--- src/rtl/pps_pkg.sv ---
// Shared types, register indexes, codes and stream layout of the poll scheduler.
`default_nettype none

package pps_pkg;

   localparam int TASK_SLOTS_DEF = 4;
   localparam int TIME_WIDTH_DEF = 32;

   localparam int CSR_IDX_W  = 3;
   localparam int CSR_DATA_W = 32;
   localparam int REQ_DATA_W = 40;
   localparam int RSP_DATA_W = 40;

   localparam logic [CSR_IDX_W-1:0] REG_TASK_COUNT     = 3'd0;
   localparam logic [CSR_IDX_W-1:0] REG_INTERVAL_ZERO  = 3'd1;
   localparam logic [CSR_IDX_W-1:0] REG_INTERVAL_ONE   = 3'd2;
   localparam logic [CSR_IDX_W-1:0] REG_INTERVAL_TWO   = 3'd3;
   localparam logic [CSR_IDX_W-1:0] REG_INTERVAL_THREE = 3'd4;
   localparam logic [CSR_IDX_W-1:0] REG_OFFLINE_THRESH = 3'd5;
   localparam logic [CSR_IDX_W-1:0] REG_OFFLINE_SKIP   = 3'd6;

   localparam logic OP_SELECT   = 1'b0;
   localparam logic OP_COMPLETE = 1'b1;

   typedef struct packed {
      logic [2:0]       task_count;
      logic [3:0][31:0] interval;
      logic [7:0]       threshold;
      logic [31:0]      skip;
   } pps_cfg_type;

   typedef struct packed {
      logic capture;
      logic clr;
      logic step;
      logic wake;
      logic upd;
      logic load;
   } pps_cmd_type;

   typedef struct packed {
      logic in_select;
      logic busy;
      logic last;
      logic out_free;
   } pps_sts_type;

endpackage

`default_nettype wire

--- src/rtl/periodic_poll_scheduler_unit.sv ---
// Top level of the periodic poll scheduler.
//
//   port group  direction  content
//   req_*       in         select or completion item
//   rsp_*       out        one result per item
//   csr_*       in         register writes
//
// A select sweeps the task table twice (pick, then next wake time); a completion
// or a select while a poll is outstanding sweeps it once. Each sweep covers the
// enabled tasks, one entry a cycle, through wrap-safe time comparisons.
// Reset is synchronous; it restores the configuration registers and clears the task table.
// The next item is taken while a result waits in the output register; a
// stalled result holds the block only at the point of loading the next one.
`default_nettype none

module periodic_poll_scheduler_unit
   import pps_pkg::*;
#(
   parameter int TASK_SLOTS = TASK_SLOTS_DEF,
   parameter int TIME_WIDTH = TIME_WIDTH_DEF
) (
   input  wire logic                  clock,
   input  wire logic                  reset,
   input  wire logic                  req_tvalid,
   output logic                       req_tready,
   // opcode[0], now[32:1], task_index[34:33], ok[35], zero fill
   input  wire logic [REQ_DATA_W-1:0] req_tdata,
   output logic                       rsp_tvalid,
   input  wire logic                  rsp_tready,
   // granted[0], chosen_task[2:1], skipped[3], went_offline[4], wake_due[36:5]
   output logic [RSP_DATA_W-1:0]      rsp_tdata,
   input  wire logic                  csr_we,
   input  wire logic [CSR_IDX_W-1:0]  csr_index,
   input  wire logic [CSR_DATA_W-1:0] csr_wdata
);

   pps_cfg_type cfg;
   pps_cmd_type cmd;
   pps_sts_type sts;

   pps_csr u_csr (
      .clock     (clock),
      .reset     (reset),
      .csr_we    (csr_we),
      .csr_index (csr_index),
      .csr_wdata (csr_wdata),
      .cfg       (cfg)
   );

   pps_ctrl u_ctrl (
      .clock      (clock),
      .reset      (reset),
      .req_tvalid (req_tvalid),
      .req_tready (req_tready),
      .sts        (sts),
      .cmd        (cmd)
   );

   pps_dp #(
      .TASK_SLOTS (TASK_SLOTS),
      .TIME_WIDTH (TIME_WIDTH)
   ) u_dp (
      .clock      (clock),
      .reset      (reset),
      .cfg        (cfg),
      .req_tdata  (req_tdata),
      .rsp_tvalid (rsp_tvalid),
      .rsp_tready (rsp_tready),
      .rsp_tdata  (rsp_tdata),
      .cmd        (cmd),
      .sts        (sts)
   );

endmodule

`default_nettype wire

--- src/rtl/pps_csr.sv ---
// Configuration register file of the poll scheduler.
`default_nettype none

module pps_csr
   import pps_pkg::*;
(
   input  wire logic                  clock,
   input  wire logic                  reset,
   input  wire logic                  csr_we,
   input  wire logic [CSR_IDX_W-1:0]  csr_index,
   input  wire logic [CSR_DATA_W-1:0] csr_wdata,
   output pps_cfg_type                cfg
);

   pps_cfg_type cfg_ff, cfg_in;

   always_comb begin
      cfg_in = cfg_ff;
      if (csr_we) begin
         unique case (csr_index)
            REG_TASK_COUNT:     cfg_in.task_count  = csr_wdata[2:0];
            REG_INTERVAL_ZERO:  cfg_in.interval[0] = csr_wdata;
            REG_INTERVAL_ONE:   cfg_in.interval[1] = csr_wdata;
            REG_INTERVAL_TWO:   cfg_in.interval[2] = csr_wdata;
            REG_INTERVAL_THREE: cfg_in.interval[3] = csr_wdata;
            REG_OFFLINE_THRESH: cfg_in.threshold   = csr_wdata[7:0];
            REG_OFFLINE_SKIP:   cfg_in.skip        = csr_wdata;
            default: ;
         endcase
      end
   end

   always_ff @(posedge clock) begin
      if (reset) begin
         cfg_ff.task_count <= 3'd4;
         cfg_ff.interval   <= {4{32'd1000}};
         cfg_ff.threshold  <= 8'd3;
         cfg_ff.skip       <= 32'd60000;
      end else begin
         cfg_ff <= cfg_in;
      end
   end

   assign cfg = cfg_ff;

endmodule

`default_nettype wire

--- src/rtl/pps_ctrl.sv ---
// Sequencing state machine of the poll scheduler.
`default_nettype none

module pps_ctrl
   import pps_pkg::*;
(
   input  wire logic  clock,
   input  wire logic  reset,
   input  wire logic  req_tvalid,
   output logic       req_tready,
   input  pps_sts_type sts,
   output pps_cmd_type cmd
);

   localparam logic [2:0] ST_IDLE   = 3'd0;
   localparam logic [2:0] ST_SCAN   = 3'd1;
   localparam logic [2:0] ST_UPDATE = 3'd2;
   localparam logic [2:0] ST_WAKE   = 3'd3;
   localparam logic [2:0] ST_DONE   = 3'd4;

   logic [2:0] state_ff, state_in;

   assign req_tready = (state_ff == ST_IDLE);

   always_comb begin
      state_in = state_ff;
      cmd      = '0;
      unique case (state_ff)
         ST_IDLE: begin
            if (req_tvalid) begin
               cmd.capture = 1'b1;
               cmd.clr     = 1'b1;
               if (sts.in_select && !sts.busy)
                  state_in = ST_SCAN;
               else if (sts.in_select)
                  state_in = ST_WAKE;
               else
                  state_in = ST_UPDATE;
            end
         end
         ST_SCAN: begin
            cmd.step = 1'b1;
            if (sts.last)
               state_in = ST_UPDATE;
         end
         ST_UPDATE: begin
            cmd.upd  = 1'b1;
            cmd.clr  = 1'b1;
            state_in = ST_WAKE;
         end
         ST_WAKE: begin
            cmd.step = 1'b1;
            cmd.wake = 1'b1;
            if (sts.last)
               state_in = ST_DONE;
         end
         ST_DONE: begin
            if (sts.out_free) begin
               cmd.load = 1'b1;
               state_in = ST_IDLE;
            end
         end
         default: state_in = ST_IDLE;
      endcase
   end

   always_ff @(posedge clock) begin
      if (reset)
         state_ff <= ST_IDLE;
      else
         state_ff <= state_in;
   end

endmodule

`default_nettype wire

--- src/rtl/pps_dp.sv ---
// Task table, scan comparator, update logic and result register of the poll scheduler.
`default_nettype none

module pps_dp
   import pps_pkg::*;
#(
   parameter int TASK_SLOTS = TASK_SLOTS_DEF,
   parameter int TIME_WIDTH = TIME_WIDTH_DEF
) (
   input  wire logic                  clock,
   input  wire logic                  reset,
   input  pps_cfg_type                cfg,
   input  wire logic [REQ_DATA_W-1:0] req_tdata,
   output logic                       rsp_tvalid,
   input  wire logic                  rsp_tready,
   output logic [RSP_DATA_W-1:0]      rsp_tdata,
   input  pps_cmd_type                cmd,
   output pps_sts_type                sts
);

   localparam int TW = TIME_WIDTH;
   localparam int IW = (TASK_SLOTS > 1) ? $clog2(TASK_SLOTS) : 1;

   function automatic logic before_f(input logic [TW-1:0] a, input logic [TW-1:0] b);
      logic [TW-1:0] d;
      d = a - b;
      return d[TW-1];
   endfunction

   logic [TW-1:0] due_ff [TASK_SLOTS];
   logic [TW-1:0] due_in [TASK_SLOTS];
   logic [7:0]    err_ff [TASK_SLOTS];
   logic [7:0]    err_in [TASK_SLOTS];
   logic [TW-1:0] skip_ff [TASK_SLOTS];
   logic [TW-1:0] skip_in [TASK_SLOTS];

   logic          busy_ff, busy_in;
   logic [IW-1:0] busy_task_ff, busy_task_in;

   logic          op_ff;
   logic [TW-1:0] now_ff;
   logic [1:0]    task_ff;
   logic          ok_ff;

   logic [IW-1:0] cnt_ff, cnt_in;
   logic          found_ff, found_in;
   logic [TW-1:0] best_ff, best_in;
   logic [IW-1:0] best_idx_ff, best_idx_in;

   logic          granted_ff, granted_in;
   logic [1:0]    chosen_ff, chosen_in;
   logic          skipped_ff, skipped_in;
   logic          offline_ff, offline_in;

   logic                  rsp_tvalid_ff, rsp_tvalid_in;
   logic [RSP_DATA_W-1:0] rsp_data_ff, rsp_data_in;

   logic [7:0]    tc8, last8;
   logic [TW-1:0] elem;
   logic          take;
   logic [IW-1:0] b_idx, t_idx;
   logic [7:0]    err_inc;
   logic          comp_hit;
   logic [TW-1:0] intv_b, intv_t, skip_len;

   // enabled task range
   always_comb begin
      tc8 = 8'(cfg.task_count);
      if (tc8 == 8'd0)
         last8 = 8'd0;
      else if (tc8 > 8'(TASK_SLOTS))
         last8 = 8'(TASK_SLOTS - 1);
      else
         last8 = tc8 - 8'd1;
   end

   assign elem = due_ff[cnt_ff];

   always_comb begin
      if (cmd.wake)
         take = (cnt_ff == '0) || before_f(elem, best_ff);
      else
         take = !before_f(now_ff, elem) && (!found_ff || before_f(elem, best_ff));
   end

   assign b_idx    = best_idx_ff;
   assign t_idx    = IW'(task_ff);
   assign intv_b   = TW'(cfg.interval[2'(b_idx)]);
   assign intv_t   = TW'(cfg.interval[2'(t_idx)]);
   assign skip_len = TW'(cfg.skip);
   assign err_inc  = (err_ff[t_idx] == 8'hFF) ? 8'hFF : err_ff[t_idx] + 8'd1;
   assign comp_hit = busy_ff && (5'(task_ff) == 5'(busy_task_ff));

   always_comb begin
      due_in        = due_ff;
      err_in        = err_ff;
      skip_in       = skip_ff;
      busy_in       = busy_ff;
      busy_task_in  = busy_task_ff;
      cnt_in        = cnt_ff;
      found_in      = found_ff;
      best_in       = best_ff;
      best_idx_in   = best_idx_ff;
      granted_in    = granted_ff;
      chosen_in     = chosen_ff;
      skipped_in    = skipped_ff;
      offline_in    = offline_ff;
      rsp_tvalid_in = rsp_tvalid_ff;
      rsp_data_in   = rsp_data_ff;

      if (rsp_tvalid_ff && rsp_tready)
         rsp_tvalid_in = 1'b0;

      if (cmd.capture) begin
         granted_in = 1'b0;
         chosen_in  = 2'd0;
         skipped_in = 1'b0;
         offline_in = 1'b0;
      end

      if (cmd.clr) begin
         cnt_in   = '0;
         found_in = 1'b0;
      end

      if (cmd.step) begin
         cnt_in = cnt_ff + IW'(1);
         if (take) begin
            found_in    = 1'b1;
            best_in     = elem;
            best_idx_in = cnt_ff;
         end
      end

      if (cmd.upd) begin
         if (op_ff == OP_SELECT) begin
            if (found_ff) begin
               chosen_in = 2'(b_idx);
               if (err_ff[b_idx] >= cfg.threshold && before_f(now_ff, skip_ff[b_idx])) begin
                  due_in[b_idx] = now_ff + intv_b;
                  skipped_in    = 1'b1;
               end else begin
                  granted_in   = 1'b1;
                  busy_in      = 1'b1;
                  busy_task_in = b_idx;
               end
            end
         end else if (comp_hit) begin
            if (ok_ff) begin
               err_in[t_idx] = 8'd0;
            end else begin
               err_in[t_idx] = err_inc;
               if (err_inc >= cfg.threshold) begin
                  skip_in[t_idx] = now_ff + skip_len;
                  offline_in     = 1'b1;
               end
            end
            due_in[t_idx] = now_ff + intv_t;
            busy_in       = 1'b0;
         end
      end

      if (cmd.load) begin
         rsp_tvalid_in = 1'b1;
         rsp_data_in   = {3'b000, 32'(best_ff), offline_ff, skipped_ff, chosen_ff, granted_ff};
      end
   end

   always_ff @(posedge clock) begin
      if (reset) begin
         for (int i = 0; i < TASK_SLOTS; i++) begin
            due_ff[i]  <= '0;
            err_ff[i]  <= '0;
            skip_ff[i] <= '0;
         end
         busy_ff       <= 1'b0;
         busy_task_ff  <= '0;
         rsp_tvalid_ff <= 1'b0;
      end else begin
         due_ff        <= due_in;
         err_ff        <= err_in;
         skip_ff       <= skip_in;
         busy_ff       <= busy_in;
         busy_task_ff  <= busy_task_in;
         rsp_tvalid_ff <= rsp_tvalid_in;
      end
   end

   always_ff @(posedge clock) begin
      if (cmd.capture) begin
         op_ff   <= req_tdata[0];
         now_ff  <= TW'(req_tdata[32:1]);
         task_ff <= req_tdata[34:33];
         ok_ff   <= req_tdata[35];
      end
      cnt_ff      <= cnt_in;
      found_ff    <= found_in;
      best_ff     <= best_in;
      best_idx_ff <= best_idx_in;
      granted_ff  <= granted_in;
      chosen_ff   <= chosen_in;
      skipped_ff  <= skipped_in;
      offline_ff  <= offline_in;
      rsp_data_ff <= rsp_data_in;
   end

   assign sts.in_select = (req_tdata[0] == OP_SELECT);
   assign sts.busy      = busy_ff;
   assign sts.last      = (8'(cnt_ff) == last8);
   assign sts.out_free  = !rsp_tvalid_ff || rsp_tready;

   assign rsp_tvalid = rsp_tvalid_ff;
   assign rsp_tdata  = rsp_data_ff;

endmodule

`default_nettype wire
--- config.mk ---
export PLATFORM = sky130hd
export DESIGN_NAME = periodic_poll_scheduler_unit
export DESIGN_NICKNAME = d
export VERILOG_FILES = /design/src/rtl/pps_pkg.sv /design/src/rtl/periodic_poll_scheduler_unit.sv /design/src/rtl/pps_csr.sv /design/src/rtl/pps_ctrl.sv /design/src/rtl/pps_dp.sv
export SDC_FILE = /design/constraint.sdc
export NUM_CORES = 2
export LEC_CHECK = 0
export CAP_MARGIN = 20
export CELL_PAD_IN_SITES_DETAIL_PLACEMENT = 1
export CELL_PAD_IN_SITES_GLOBAL_PLACEMENT = 1
export CORE_MARGIN = 2
export CORE_UTILIZATION = 45
export CTS_BUF_LIST = sky130_fd_sc_hd__clkbuf_16
export DETAILED_ROUTE_END_ITERATION = 10
export DONT_BUFFER_PORTS = 1
export PLACE_DENSITY = 0.83
export SLEW_MARGIN = 20
export SYNTH_ARGS = -nofsm -noshare
export SYNTH_HDL_FRONTEND = slang
export SYNTH_SLANG_ARGS = --single-unit
--- constraint.sdc ---
create_clock -name clock -period 8.4 [get_ports clock]
set_input_delay 1.68 -clock clock [delete_from_list [all_inputs] [get_ports clock]]
set_output_delay 1.68 -clock clock [all_outputs]
set_load 0.01 [all_outputs]
* Yosys cells after proc, flatten, opt, wreduce, memory -nomap -nowiden *
Index checks and enable logic that the tools add are counted.

storage, ports and cells
  input port bits = 80
  output and inout bits = 42
  logic and storage cells = 201
  register bits after elaboration = 581

cells by class
  muxes and demuxes = 81
  reduce and logical (&&, ||, !) cells = 37
  $lt $le $gt $ge = 10
  add/sub/neg operators = 9
  bitwise gates (word level) = 9
  eq/ne operators = 19

operator list
  cell                                                       count
  2-to-1 mux 128 bit                                         4
  bitwise mux 128 bit                                        3
  2-to-1 mux 32 bit                                          9
  binary-select mux 32 bit (select 2 bit)                    4
  demux 32 bit (select 2 bit)                                2
  adder 32 bit                                               3
  subtractor 32 bit                                          3
  2-to-1 mux 8 bit                                           8
  2-to-1 mux 1 bit                                           33
  AND 32 bit                                                 1
  binary-select mux 8 bit (select 2 bit)                     2
  bitwise mux 32 bit                                         1
  inverter 32 bit                                            1
  demux 8 bit (select 2 bit)                                 1
  greater-or-equal comparator 8 bit                          2
  2-to-1 mux 2 bit                                           8
  AND reduction 2 bit                                        8
  AND reduction 4 bit                                        4
  case mux 3 bit (5 select lines)                            1
  == test 3 x 2 -> 1 bit (second input constant)             4
  == test 3 bit (second input constant)                      4
  2-to-1 mux 3 bit                                           4
  != test 2 bit (second input constant)                      5
  greater-or-equal comparator 3 bit (second input constant)  3
  23 further kinds                                           47

* Longest topological paths before layout *
  depth in word-level cells = 12
  gate-level depth with buffers = 21
  gate-level depth less buffers = 17

* Modules after synthesis *
From an unflattened synthesis, not the netlist that was laid out.

second synthesis, totals
  cell total of the unflattened synthesis = 3,458
  area, all modules = 33,439.6 µm²

modules (own cells, without submodules)
  module    area an instance (µm²)  cells each  instances  sequential area each (µm²)
  pps_dp    26,326.5                2,817       1          9,238.9
  pps_csr   6,854.1                 615         1          3,423.3
  pps_ctrl  259.0                   26          1          60.1

* Least setup slack after synthesis *
OpenSTA, ideal clock, no wires.

  path type = register to register
  start = register u_dp.cnt_ff[0]
  end = register u_dp.best_idx_ff[0], in the netlist u_dp.b_idx[0] (enable)
  required time = 8.004 ns
  stages on the path, launching flop included = 14
  data arrival time = 4.412 ns
  library setup time = 0.396 ns
  buffers on the path = 2
  slack = 3.591 ns
  period minus slack after synthesis = 4.809 ns
  cell sequence = edfxtp_1 buf_2 buf_1 mux4_2 ha_1 a21o_1 a211o_1 a2111oi_0 o21ai_1 a211o_1 a21oi_1 xnor2_1 o21ai_0 a32o_1

between the ends
  cells in the longest elaborated chain, start to end = 9
  elaborated cells on any way between the ends = 13
  those cells by class = add/sub (2); mux (4); bitwise (1); reduce/logical (6)

ends and longest elaborated chain
  element                                                   RTL line       text
  start, declared                                           pps_dp.sv:45   logic [IW-1:0] cnt_ff, cnt_in;
  start signal, assigned                                    pps_dp.sv:196  cnt_ff <= cnt_in;
  inverter 2 -> 3 bit (implied by the code) (*)             pps_dp.sv:77   assign elem = due_ff[cnt_ff];
  binary-select mux 32 bit (select 2 bit) (*)               pps_dp.sv:77
  2-to-1 mux 32 bit (implied by the code) (*) (2 in a row)  pps_dp.sv:77
  named net u_dp.elem[13]                                   pps_dp.sv:59   logic [TW-1:0] elem;
  subtractor 32 bit                                         pps_dp.sv:26   d = a - b;
  zero test 1 bit or logical OR 1 bit (tied branches)       pps_dp.sv:83   take = !before_f(now_ff, elem) && (!found_ff || before_f(elem, best_ff));
  logical AND 1 bit                                         pps_dp.sv:83
  2-to-1 mux 1 bit (*)                                      pps_dp.sv:80   if (cmd.wake)
  AND reduction 2 bit (no line) (*)                         -
  end signal, assigned                                      pps_dp.sv:199  best_idx_ff <= best_idx_in;
  end, declared                                             pps_dp.sv:48   logic [IW-1:0] best_idx_ff, best_idx_in;

The timed path passes the listed nets; every way through them passes the cells marked *. The select of a mux whose other input is x is not followed.
A chain may end at the register's enable or synchronous reset.

* Final worst setup path *
  start = register u_dp.task_ff[0], in the netlist u_dp.t_idx[0]
  end = register u_dp.skip_ff[47] in the netlist's numbering

between the ends
  cells in the longest elaborated chain, start to end = 8
  elaborated cells on any way between the ends = 17
  those cells by class = add/sub (1); order compare (3); eq/ne (2); mux (7); bitwise (1); reduce/logical (3)

ends and longest elaborated chain
  element                                                RTL line                     text
  start, declared                                        pps_dp.sv:42                 logic [1:0] task_ff;
  start signal, assigned                                 pps_dp.sv:193                task_ff <= req_tdata[34:33];
  inverter 2 -> 3 bit (implied by the code)              pps_dp.sv:91, pps_dp.sv:154
  binary-select mux 8 bit (select 2 bit)                 pps_dp.sv:91                 assign err_inc = (err_ff[t_idx] == 8'hFF) ? 8'hFF : err_ff[t_idx] + 8'd1;
  2-to-1 mux 8 bit (implied by the code) (2 in a row)    pps_dp.sv:91
  adder 8 x 1 -> 8 bit or == test 8 bit (tied branches)  pps_dp.sv:91
  2-to-1 mux 8 bit                                       pps_dp.sv:91
  greater-or-equal comparator 8 bit                      pps_dp.sv:153                if (err_inc >= cfg.threshold) begin
  AND reduction 5 bit (no line)                          -
  end signal, assigned                                   pps_dp.sv:182                skip_ff <= skip_in;
  end, declared                                          pps_dp.sv:34                 logic [TW-1:0] skip_ff [TASK_SLOTS];

Parallel ways exist; a longest one is shown, timed or not. The select of a mux whose other input is x is not followed.

==> qor.log <==
qor: clock_network.clock_sink_count 581
qor: timing.fin_worst_skew 0.0308 ns
qor: flow_run.timing.max_cap.violations 0
qor: placed_design.port_buffers 0
qor: grt.grt_pass1_wl 179,000 um
qor: synth.netlist.area_leader.share 0.289
qor: timing.period_share 0.697
qor: routing.wl 118,000 um
qor: clock_network.cts_post_setup_buffers_inserted 0
qor: timing.final_critical_path_setup_slack 2.54 ns
qor: grt.global_route.overflow_total 0
qor: grt.grtUsageTotal 0.312
qor: clock_network.ctsLongestPathBuffers 3
qor: timing.final_hold_viol_count 0
qor: timing.max_slew_margin 0.193
qor: synth.synth_top_cells_by_count sky130_fd_sc_hd__nand2_1, sky130_fd_sc_hd__dfxtp_1, sky130_fd_sc_hd__a21oi_1
qor: floorplan.fp.dieH 274 um
qor: routing.vias 29,000
qor: synth.syn_inst 3,628
qor: cells_and_area.nFillCells 8,174
qor: timing.setup-violations-final 0
qor: synth.post_synth_instance_area 32,700 sq um
qor: setup_path.arrival 6.39 ns
qor: routing.routed_via_density 6.44
qor: routing.dr.pass1.iters 5
qor: synth.synthesis.area_per_instance 9.02 sq um
qor: pwr.leakagePower 13.3 nW
qor: grt.number_of_global_route_vias_before_repair 29,500
qor: synth.number_of_flops_mapped_to_enable_cells_by_yosys 109
qor: synth.synth-seq-area-share 0.389
qor: timing.fmax 171 MHz
qor: synth.top_cell_type_by_total_area_after_synthesis sky130_fd_sc_hd__dfxtp_1
qor: cells_and_area.layout_area_overhead 8.47%
qor: grt.antenna_found_initial 3
qor: timing.period_needed 5.86 ns
qor: setup_path.cp_max_fo 22
qor: synth.async_reset_ff_frac 0
qor: timing.final_max_slew_viol_count 0
qor: floorplan.placement_rows 98
qor: routing.detail_route.iter0.violations 2,945
qor: cells_and_area.final_layout_size_suffix_gt1_frac 0.0991
qor: placed_design.gp_congestion 0.912
qor: clock_network.postCtsHoldBufs 0
qor: routing.remaining_drc_errors 0
qor: setup_path.setup.worst_path.end_class flop
qor: clock_network.cts_root_buf sky130_fd_sc_hd__clkbuf_16
qor: synth.synth_area_leaders sky130_fd_sc_hd__dfxtp_1, sky130_fd_sc_hd__edfxtp_1, sky130_fd_sc_hd__mux4_2, sky130_fd_sc_hd__nand2_1, sky130_fd_sc_hd__ha_1
qor: routing.avgRoutedWirePerCell 26.2 um
qor: synth.synth_flop_cell sky130_fd_sc_hd__dfxtp_1
qor: routing.remaining_antenna_violation_count_after_routing 0
qor: timing.tightestPinTransition 1.21 ns
qor: clock_network.worst_setup_hold_path_clk_slew 0.06 ns
qor: pwr.worst_ir_drop_on_vdd 0.000146 V
qor: floorplan.die_area 74,900 sq um
qor: setup_path.worst_endpoint_required_time 8.94 ns
qor: clock_network.cts_bufs_inserted 66
qor: timing.rsz0062_at_grt no
qor: floorplan.core_area 71,700 sq um
qor: clock_network.cts_tree done
qor: outcome.run_status finished, final reports clean
qor: setup_path.crit_path_start_kind flop
qor: floorplan.die_w 274 um
qor: synth.synthesis.yosys.warnings 0
qor: timing.finalSetupTns 0 ns
qor: placed_design.place.detailed.hpwl 79,700 um
qor: cells_and_area.design.final.nets 3,786
qor: clock_network.post_cts_resized 0
qor: clock_network.clock_latency 0.63 ns
qor: synth.yosys.cell_count.top_type sky130_fd_sc_hd__nand2_1
qor: floorplan.ios 122
qor: synth.netlist-cell-type-count 83
qor: clock_network.number_of_h_tree_levels 3
qor: synth.synth.ff_latch_count 581
qor: pwr.power_per_cell_area 203 nW/um^2
qor: floorplan.start_util 0.456
qor: worst_hold_path.worstHoldPathType flop to flop
qor: setup_path.worst-setup-path-type flop to flop
qor: placed_design.worst_slack_at_placement 2.58 ns
qor: grt.grt_max_degree 364
-- final cells by class --
class,count,area (sq um),share of cell area
multi-input cells,2669,18500,0.522
diodes,1,2.50,0.0000705
well taps,950,1190,0.0335
clock inverters,52,453,0.0128
inverters,144,542,0.0153
repair buffers,38,323,0.00910
clock buffers,69,1730,0.0487
flip-flops and latches,581,12700,0.359
-- power by group --
part | total (mW) | switching [mW] | internal [mW]
Clock | 2.96 | 1.25 | 1.71
Combinational | 1.19 | 0.794 | 0.398
Sequential | 3.06 | 0.136 | 2.92
-- registers in the layout, indices dropped and copies added (netlist names) --
name	count
u_csr.cfg	171
u_ctrl.state_ff	3
u_dp.b_idx	2
u_dp.best_ff	32
u_dp.busy_ff	1
u_dp.busy_task_ff	2
u_dp.chosen_ff	2
u_dp.cnt_ff	2
u_dp.due_ff	128
u_dp.err_ff	32
u_dp.found_ff	1
u_dp.granted_ff	1
u_dp.now_ff	32
u_dp.offline_ff	1
u_dp.ok_ff	1
u_dp.op_ff	1
u_dp.rsp_tdata	37
u_dp.rsp_tvalid	1
u_dp.skip_ff	128
u_dp.skipped_ff	1
u_dp.t_idx	2
-- logic make-up after synthesis --
logic type,count (synthesis),share of synthesized area
adder cells (fa/ha/maj),206,0.0795
flip-flops,581,0.389
other,1,0.000115
AO/OA/AOI/OAI,956,0.189
multiplexers,155,0.103
AND/OR/NAND/NOR,1264,0.169
XOR/XNOR,85,0.0228
buffers and inverters,380,0.0480
-- stage by stage --
stage	power (mW)	cells	cell area [sq um]	hold WS, ns	util
global route	7.43	4503	35500	0.451	0.495
detailed placement	4.26	4381	33300	0.419	0.464
global placement	4.23	4381	33300	0.424	0.464
CTS	7.20	4502	35500	0.434	0.494
floorplan	3.87	3630	32700	0.408	-
finish	7.21	4504	35500	0.433	0.495
-- layer usage --
metal  up-vias  part of all wire  GRT usage
met1     14600              0.41      0.407
met5         -           0.00019          0
met4         4             0.050      0.150
li1      12900                 -          -
met3       268             0.090     0.0729
met2      1189              0.45      0.488
-- worst max-delay path, cell delays in order, from the launching register on --
cell	delay, ns
sky130_fd_sc_hd__edfxtp_1	0.84
sky130_fd_sc_hd__mux4_2	0.63
sky130_fd_sc_hd__ha_1	0.25
sky130_fd_sc_hd__nand3_1	0.14
sky130_fd_sc_hd__inv_1	0.07
sky130_fd_sc_hd__and3_1	0.19
sky130_fd_sc_hd__nand2_1	0.25
sky130_fd_sc_hd__and2_1	0.20
sky130_fd_sc_hd__ha_1	0.22
sky130_fd_sc_hd__nand2b_1	0.14
sky130_fd_sc_hd__a21o_1	0.18
sky130_fd_sc_hd__a21o_1	0.18
sky130_fd_sc_hd__a21o_1	0.17
sky130_fd_sc_hd__a21o_1	0.21
sky130_fd_sc_hd__a2111oi_4	0.35
sky130_fd_sc_hd__buf_4	0.28
sky130_fd_sc_hd__or3_1	0.88
sky130_fd_sc_hd__buf_4	0.35
sky130_fd_sc_hd__nand3_1	0.12
sky130_fd_sc_hd__o31ai_1	0.11
-- layout by cell type, fill, tap and decap left out, types with 31 or more instances in the layout --
cell,n
sky130_fd_sc_hd__clkbuf_16,69
sky130_fd_sc_hd__dfxtp_1,472
sky130_fd_sc_hd__xnor2_1,51
sky130_fd_sc_hd__nand3_1,102
sky130_fd_sc_hd__a21o_1,63
sky130_fd_sc_hd__mux4_2,144
sky130_fd_sc_hd__nor3_2,31
sky130_fd_sc_hd__edfxtp_1,109
sky130_fd_sc_hd__o22ai_1,32
sky130_fd_sc_hd__a21oi_1,405
sky130_fd_sc_hd__buf_4,35
sky130_fd_sc_hd__o211a_1,40
sky130_fd_sc_hd__xor2_1,33
sky130_fd_sc_hd__inv_1,160
sky130_fd_sc_hd__ha_1,203
sky130_fd_sc_hd__o21ai_0,100
sky130_fd_sc_hd__nor3_1,54
sky130_fd_sc_hd__a211oi_1,48
sky130_fd_sc_hd__nand2_1,676
sky130_fd_sc_hd__nor2_1,232
-- path summary, 6_finish.rpt --
kind | from | to | slack [ns] | cells after the start
setup / recovery | u_dp.t_idx[0] | u_dp.skip_ff[47] | 2.54 | 19
hold / removal | u_dp.offline_ff | u_dp.rsp_tdata[4] | 0.43 | 0
setup reg to reg | u_dp.t_idx[0] | u_dp.skip_ff[47] | 2.54 | 19
hold reg to reg | u_dp.offline_ff | u_dp.rsp_tdata[4] | 0.43 | 0
Power figures use the tool's default switching activity.
